**src/hdl/strided_slice_address_generator_top_macros.svh**
```systemverilog
// Assertion helpers for the strided slice address generator.
`ifndef STRIDED_SLICE_ADDRESS_GENERATOR_TOP_MACROS_SVH
`define STRIDED_SLICE_ADDRESS_GENERATOR_TOP_MACROS_SVH

// Same-cycle implication, switched off while reset is held.
`define SSAG_ASSERT_NOW(lbl, clk, rst_n, ante, cons) \
    lbl: assert property (@(posedge clk) disable iff (!rst_n) (ante) |-> (cons)) \
        else $error("ssag: same-cycle check failed");

// Next-cycle implication, switched off while reset is held.
`define SSAG_ASSERT_NEXT(lbl, clk, rst_n, ante, cons) \
    lbl: assert property (@(posedge clk) disable iff (!rst_n) (ante) |=> (cons)) \
        else $error("ssag: next-cycle check failed");

`endif

```
**src/hdl/ssag_pkg.sv**
```systemverilog
package ssag_pkg;

    localparam int AXIS_BITS = 16;
    localparam int SLOT_BITS = 16;
    localparam int NUM_AXES  = 4;
    localparam int AX_W      = $clog2(NUM_AXES);
    localparam int CFG_W     = 64;
    localparam int CFG_IDX_W = 3;
    localparam int MASK_W    = NUM_AXES;
    localparam int OFF_W     = 64;
    // Working width for start/stop arithmetic, stored stop width, next-index width.
    localparam int SW        = AXIS_BITS + 3;
    localparam int PW        = AXIS_BITS + 1;
    localparam int NW        = AXIS_BITS + 2;
    // Offset accumulator operand and product widths.
    localparam int MAC_W     = 3 * AXIS_BITS;
    localparam int PROD_W    = 4 * AXIS_BITS;

    localparam logic signed [SW-1:0] ZERO_S  = SW'(0);
    localparam logic signed [SW-1:0] ONE_S   = SW'(1);
    // Lies outside every reachable index range, so it clamps like the full-range value.
    localparam logic signed [SW-1:0] BIG_POS = SW'(2 ** (AXIS_BITS + 1));
    localparam logic signed [SW-1:0] BIG_NEG = -BIG_POS;

    localparam logic [AX_W-1:0] FIRST_MAC_AXIS = AX_W'(1);
    localparam logic [AX_W-1:0] LAST_AXIS      = AX_W'(NUM_AXES - 1);

    localparam logic [CFG_W-1:0]  RST_AXIS_SIZES    = 64'h0001_0001_0001_0001;
    localparam logic [CFG_W-1:0]  RST_BEGIN_INDICES = 64'h0000_0000_0000_0000;
    localparam logic [CFG_W-1:0]  RST_END_INDICES   = 64'h0001_0001_0001_0001;
    localparam logic [CFG_W-1:0]  RST_AXIS_STRIDES  = 64'h0001_0001_0001_0001;
    localparam logic [MASK_W-1:0] RST_MASK          = '0;

    typedef enum logic [CFG_IDX_W-1:0] {
        CFG_AXIS_SIZES    = 3'd0,
        CFG_BEGIN_INDICES = 3'd1,
        CFG_END_INDICES   = 3'd2,
        CFG_AXIS_STRIDES  = 3'd3,
        CFG_BEGIN_MASK    = 3'd4,
        CFG_END_MASK      = 3'd5,
        CFG_SHRINK_MASK   = 3'd6
    } t_cfg_idx;

    typedef enum logic [1:0] {
        S_IDLE,
        S_STOP,
        S_OFFSET
    } t_state;

    typedef struct packed {
        logic            accept;
        logic            restart;
        logic            calc_stop;
        logic            mac_en;
        logic [AX_W-1:0] mac_axis;
    } t_dp_cmd;

    typedef struct packed {
        logic active;
        logic out_free;
    } t_dp_stat;

    typedef struct packed {
        logic [OFF_W-1:0] read_offset;
        logic             valid_res;
        logic             last;
        logic             stride_error;
    } t_result;

    function automatic logic [AXIS_BITS-1:0] slot_u(input logic [CFG_W-1:0] word,
                                                    input int ax);
        return word[ax*SLOT_BITS +: AXIS_BITS];
    endfunction

    function automatic logic signed [SW-1:0] sext_ax(input logic [AXIS_BITS-1:0] raw);
        return $signed({{(SW-AXIS_BITS){raw[AXIS_BITS-1]}}, raw});
    endfunction

    function automatic logic signed [SW-1:0] zext_ax(input logic [AXIS_BITS-1:0] raw);
        return $signed({{(SW-AXIS_BITS){1'b0}}, raw});
    endfunction

endpackage

```
**src/hdl/ssag_ctrl.sv**
```systemverilog
module ssag_ctrl import ssag_pkg::*; (
    input  logic     i_clk,
    input  logic     i_rst_n,
    input  logic     i_in_valid,
    input  logic     i_restart,
    output logic     o_in_ready,
    input  t_dp_stat i_stat,
    output t_dp_cmd  o_cmd
);

    t_state          r_state, n_state;
    logic [AX_W-1:0] r_axis, n_axis;
    logic            w_accept;

    assign w_accept = i_in_valid && o_in_ready;

    always_comb begin
        n_state = r_state;
        n_axis  = r_axis;
        unique case (r_state)
            S_IDLE: begin
                if (w_accept) begin
                    if (i_restart) begin
                        n_state = S_STOP;
                    end else if (i_stat.active) begin
                        n_state = S_OFFSET;
                        n_axis  = FIRST_MAC_AXIS;
                    end
                end
            end
            S_STOP: begin
                n_state = S_OFFSET;
                n_axis  = FIRST_MAC_AXIS;
            end
            S_OFFSET: begin
                if (r_axis == LAST_AXIS) begin
                    n_state = S_IDLE;
                end else begin
                    n_axis = r_axis + AX_W'(1);
                end
            end
            default: n_state = S_IDLE;
        endcase
    end

    always_comb begin
        o_in_ready      = (r_state == S_IDLE) && i_stat.out_free;
        o_cmd.accept    = w_accept;
        o_cmd.restart   = i_restart;
        o_cmd.calc_stop = (r_state == S_STOP);
        o_cmd.mac_en    = (r_state == S_OFFSET);
        o_cmd.mac_axis  = r_axis;
    end

    always_ff @(posedge i_clk) begin
        if (!i_rst_n) begin
            r_state <= S_IDLE;
            r_axis  <= FIRST_MAC_AXIS;
        end else begin
            r_state <= n_state;
            r_axis  <= n_axis;
        end
    end

endmodule

```
**config.mk**
```make
export PLATFORM = sky130hd
export DESIGN_NAME = ssag_ctrl
export DESIGN_NICKNAME = d
export VERILOG_FILES = /design/src/hdl/strided_slice_address_generator_top_macros.svh /design/src/hdl/ssag_pkg.sv /design/src/hdl/ssag_ctrl.sv
export SDC_FILE = /design/constraint.sdc
export NUM_CORES = 1
export LEC_CHECK = 0
export BUFFER_PORTS_ARGS = -buffer_cell sky130_fd_sc_hd__buf_2
export CAP_MARGIN = 5
export CORE_AREA = 2 2 39 41
export CTS_BUF_LIST = sky130_fd_sc_hd__clkbuf_16
export DETAILED_ROUTE_END_ITERATION = 10
export DIE_AREA = 0 0 41 43
export GPL_TIMING_DRIVEN = 0
export PLACE_DENSITY_LB_ADDON = 0.2
export REMOVE_ABC_BUFFERS = 1
export SYNTH_ARGS = -nofsm -noshare
export SYNTH_HDL_FRONTEND = slang
export SYNTH_SLANG_ARGS = --single-unit
```
**constraint.sdc**
```tcl
create_clock -name i_clk -period 1.9 [get_ports i_clk]
set_input_delay 0.19 -clock i_clk [delete_from_list [all_inputs] [get_ports i_clk]]
set_output_delay 0.19 -clock i_clk [all_outputs]
set_load 0.1 [all_outputs]
```
==> flow_metrics.env <==
export IMPL_status="finished clean"
export IMPL_end_kind="output port"
export IMPL_avgSynthCellArea_sq_um=8.45
export IMPL_ys_seq_area_share_pct=33.9
export IMPL_sw_frac_of_total_pct=28.5
export IMPL_final_util_pct=27.2
export IMPL_startpoint_type="flop"
export IMPL_nets=50
export IMPL_netlist_area_sq_um=236
export IMPL_io_pins=13
export IMPL_grt_pass1_vias=199
export IMPL_grt_util_met2_pct=7.81
export IMPL_ys_warn_count=0
export IMPL_period_share_pct=81.2
export IMPL_comb_power_share_pct=20.9
export IMPL_leakagePower_nw=0.194
export IMPL_maxCapViolCount=0
export IMPL_num_antenna_cells=0
export IMPL_cts_buffers=3
export IMPL_clk_latency_ns=0.22
export IMPL_cp_max_fo=8
export IMPL_power_density_nw_per_um2=1420
export IMPL_finalHoldViolCount=0
export IMPL_rows=14
export IMPL_clk_pin_slew_ns=0.03
export IMPL_layout_drive_gt1_share_pct=39.0
export IMPL_clkPwrFrac_pct=61.1
export IMPL_grt_max_degree=9
export IMPL_grt_busiest_layer="met1"
export IMPL_timing_final_max_slew_violations=0
export IMPL_cts_root_buffer="clkbuf_16"
export IMPL_cp_required_ns=1.71
export IMPL_p_int_mw=0.382
export IMPL_setup_viol=0
export IMPL_drtPass1Iterations=4
export IMPL_postSynth_asyncResetShare_pct=0
export IMPL_drt_total_wl_microns=546
export IMPL_hold_class="primary input to flop"
export IMPL_vias=248
export IMPL_fin_area_sq_um=377
export IMPL_p_sw_mw=0.152
export IMPL_met1_usage_pct=10.3
export IMPL_grt_pass1_wl_microns=828
export IMPL_rsz0062_at_grt="false"
export IMPL_synth_seq_cells=4
export IMPL_fill_cells=154
export IMPL_synth_edf_count=0
export IMPL_initial_core_util_pct=17.1
export IMPL_drtAntennaViolNets=0
export IMPL_arrival_ns=1.35
export IMPL_cts_hold_fix_buffers=0
export IMPL_clockBufferDepth=2
export IMPL_tightest_slew_ns=0.486
export IMPL_syn_inst=28
export IMPL_areaGrowthSynthToFinish_pct=59.3
export IMPL_post_cts_resized=0
export IMPL_cts_sinks=4
export IMPL_grt_overflow_total=0
export IMPL_p_seq_share_pct=18.0
export IMPL_grt_usage_pct=7.53
export IMPL_wl_per_cell_microns=9.58
export IMPL_max_slew_margin_rel_pct=67.8
export IMPL_max_freq_mhz=648
export IMPL_finClkSkew_ns=0.00462
export IMPL_gp_congestion=0.597
export IMPL_peakVddDrop_uv=517
export IMPL_synth_ff_type="dfxtp_1"
export IMPL_antenna_found_initial=0
export IMPL_synthDistinctLibCells=18
export IMPL_drt_iter0_markers=9
export IMPL_post_cts_buffers=0
export IMPL_via_per_inst=4.35
export IMPL_place_area_sq_um=302
export IMPL_dieArea_sq_um=1760
export IMPL_io_buffers=12
export IMPL_min_period_ns=1.54
export IMPL_hold_path_depth=3
export IMPL_cts_tree="built"
export IMPL_cts_htree_levels=1
export IMPL_die_height_microns=43
export IMPL_core_area_sq_um=1380
export IMPL_drc=0
export IMPL_path_class="flop to output port"
export IMPL_grt_use_met3_pct=4.71
export IMPL_reg2reg_depth=3
export IMPL_die_w_microns=41
==> cell usage after synthesis, drive strengths merged, types with 2 or more instances <==
cell | count | area (sq um)
buf | 2 | 15.0
dfxtp | 4 | 80.1
nand2 | 5 | 18.8
nor2 | 2 | 7.51
nor2b | 2 | 12.5
==> per-stage QoR <==
| step | cells | TNS, ns | setup slack (ns) | power, mW | hold slack (ns) |
|---|---|---|---|---|---|
| 3_5_place_dp | 54 | 0 | 0.591 | 0.210 | 0.435 |
| 2_1_floorplan | 26 | -0.0433 | -0.0433 | 0.181 | 0.279 |
| 6_report | 57 | 0 | 0.357 | 0.535 | 0.205 |
| 3_3_place_gp | 54 | 0 | 0.593 | 0.210 | 0.439 |
| 5_1_grt | 57 | 0 | 0.297 | 0.555 | 0.224 |
| 4_1_cts | 57 | 0 | 0.352 | 0.542 | 0.207 |
==> cell families (layout without fill, tap and decap cells) <==
kind of cell	Yosys count	count (layout)	share of synthesized area (%)
DFF	4	4	33.9
adders and majority gates	1	1	5.29
and+or+nand+nor	13	13	29.6
buffers and inverters	2	15	6.35
AOI/OAI and AO/OA	8	8	24.9
==> power by group through the flow <==
| stage | Clock, mW | Sequential (mW) | Combinational, mW |
|---|---|---|---|
| final | 0.327 | 0.0961 | 0.112 |
| after global routing | 0.339 | 0.0976 | 0.118 |
| after CTS | 0.334 | 0.0963 | 0.113 |
| after detailed placement | 0 | 0.0975 | 0.112 |
| after global placement | 0 | 0.0975 | 0.112 |
| after floorplan | 0 | 0.119 | 0.0621 |
==> sequential cells by signal (all words and copies together), names as in the netlist <==
signal   cells
r_axis       2
r_state      2
==> cell usage in the layout (no fill, tap or decap) <==
cell,count
and3_1,1
dfxtp_1,4
o21ai_0,1
a41o_1,1
o21bai_1,1
nand2_1,5
o311ai_0,1
a211o_1,1
clkbuf_16,3
ha_1,1
nor2b_1,2
and2b_1,1
and2_1,1
nor2_1,2
o22ai_1,1
a21oi_1,1
or3b_4,1
buf_2,12
o211ai_1,1
==> per-layer routing <==
metal | routed length [microns] | vias to the layer above | share of wire (%)
met5 | 0 | - | 0
met2 | 216 | 12 | 40
met4 | 0 | 0 | 0
li1 | - | 127 | -
met3 | 56 | 0 | 10
met1 | 274 | 109 | 50
==> final cells by class <==
class                      instances  area, sq um  share of cell area (%)
sequential                         4         80.1                    21.3
multi-input combinational         22          141                    37.5
tap                               16         20.0                    5.32
clock buffer                       3         75.1                    19.9
timing repair buffer              12         60.1                    15.9
==> worst max-delay path, stage by stage (launching register included) <==
cell	delay, ns
dfxtp_1	0.36
nor2_1	0.18
and3_1	0.17
buf_2	0.42
==> path summary, 6_finish.rpt <==
path              start    endpoint  slack (ns)
max          r_state[0]    o_cmd[5]        0.36
min           i_restart  r_state[0]        0.21
max reg2reg   r_axis[0]   r_axis[1]        0.63
min reg2reg   r_axis[0]   r_axis[0]        0.53
No activity file was read; power rests on OpenSTA's default activity.
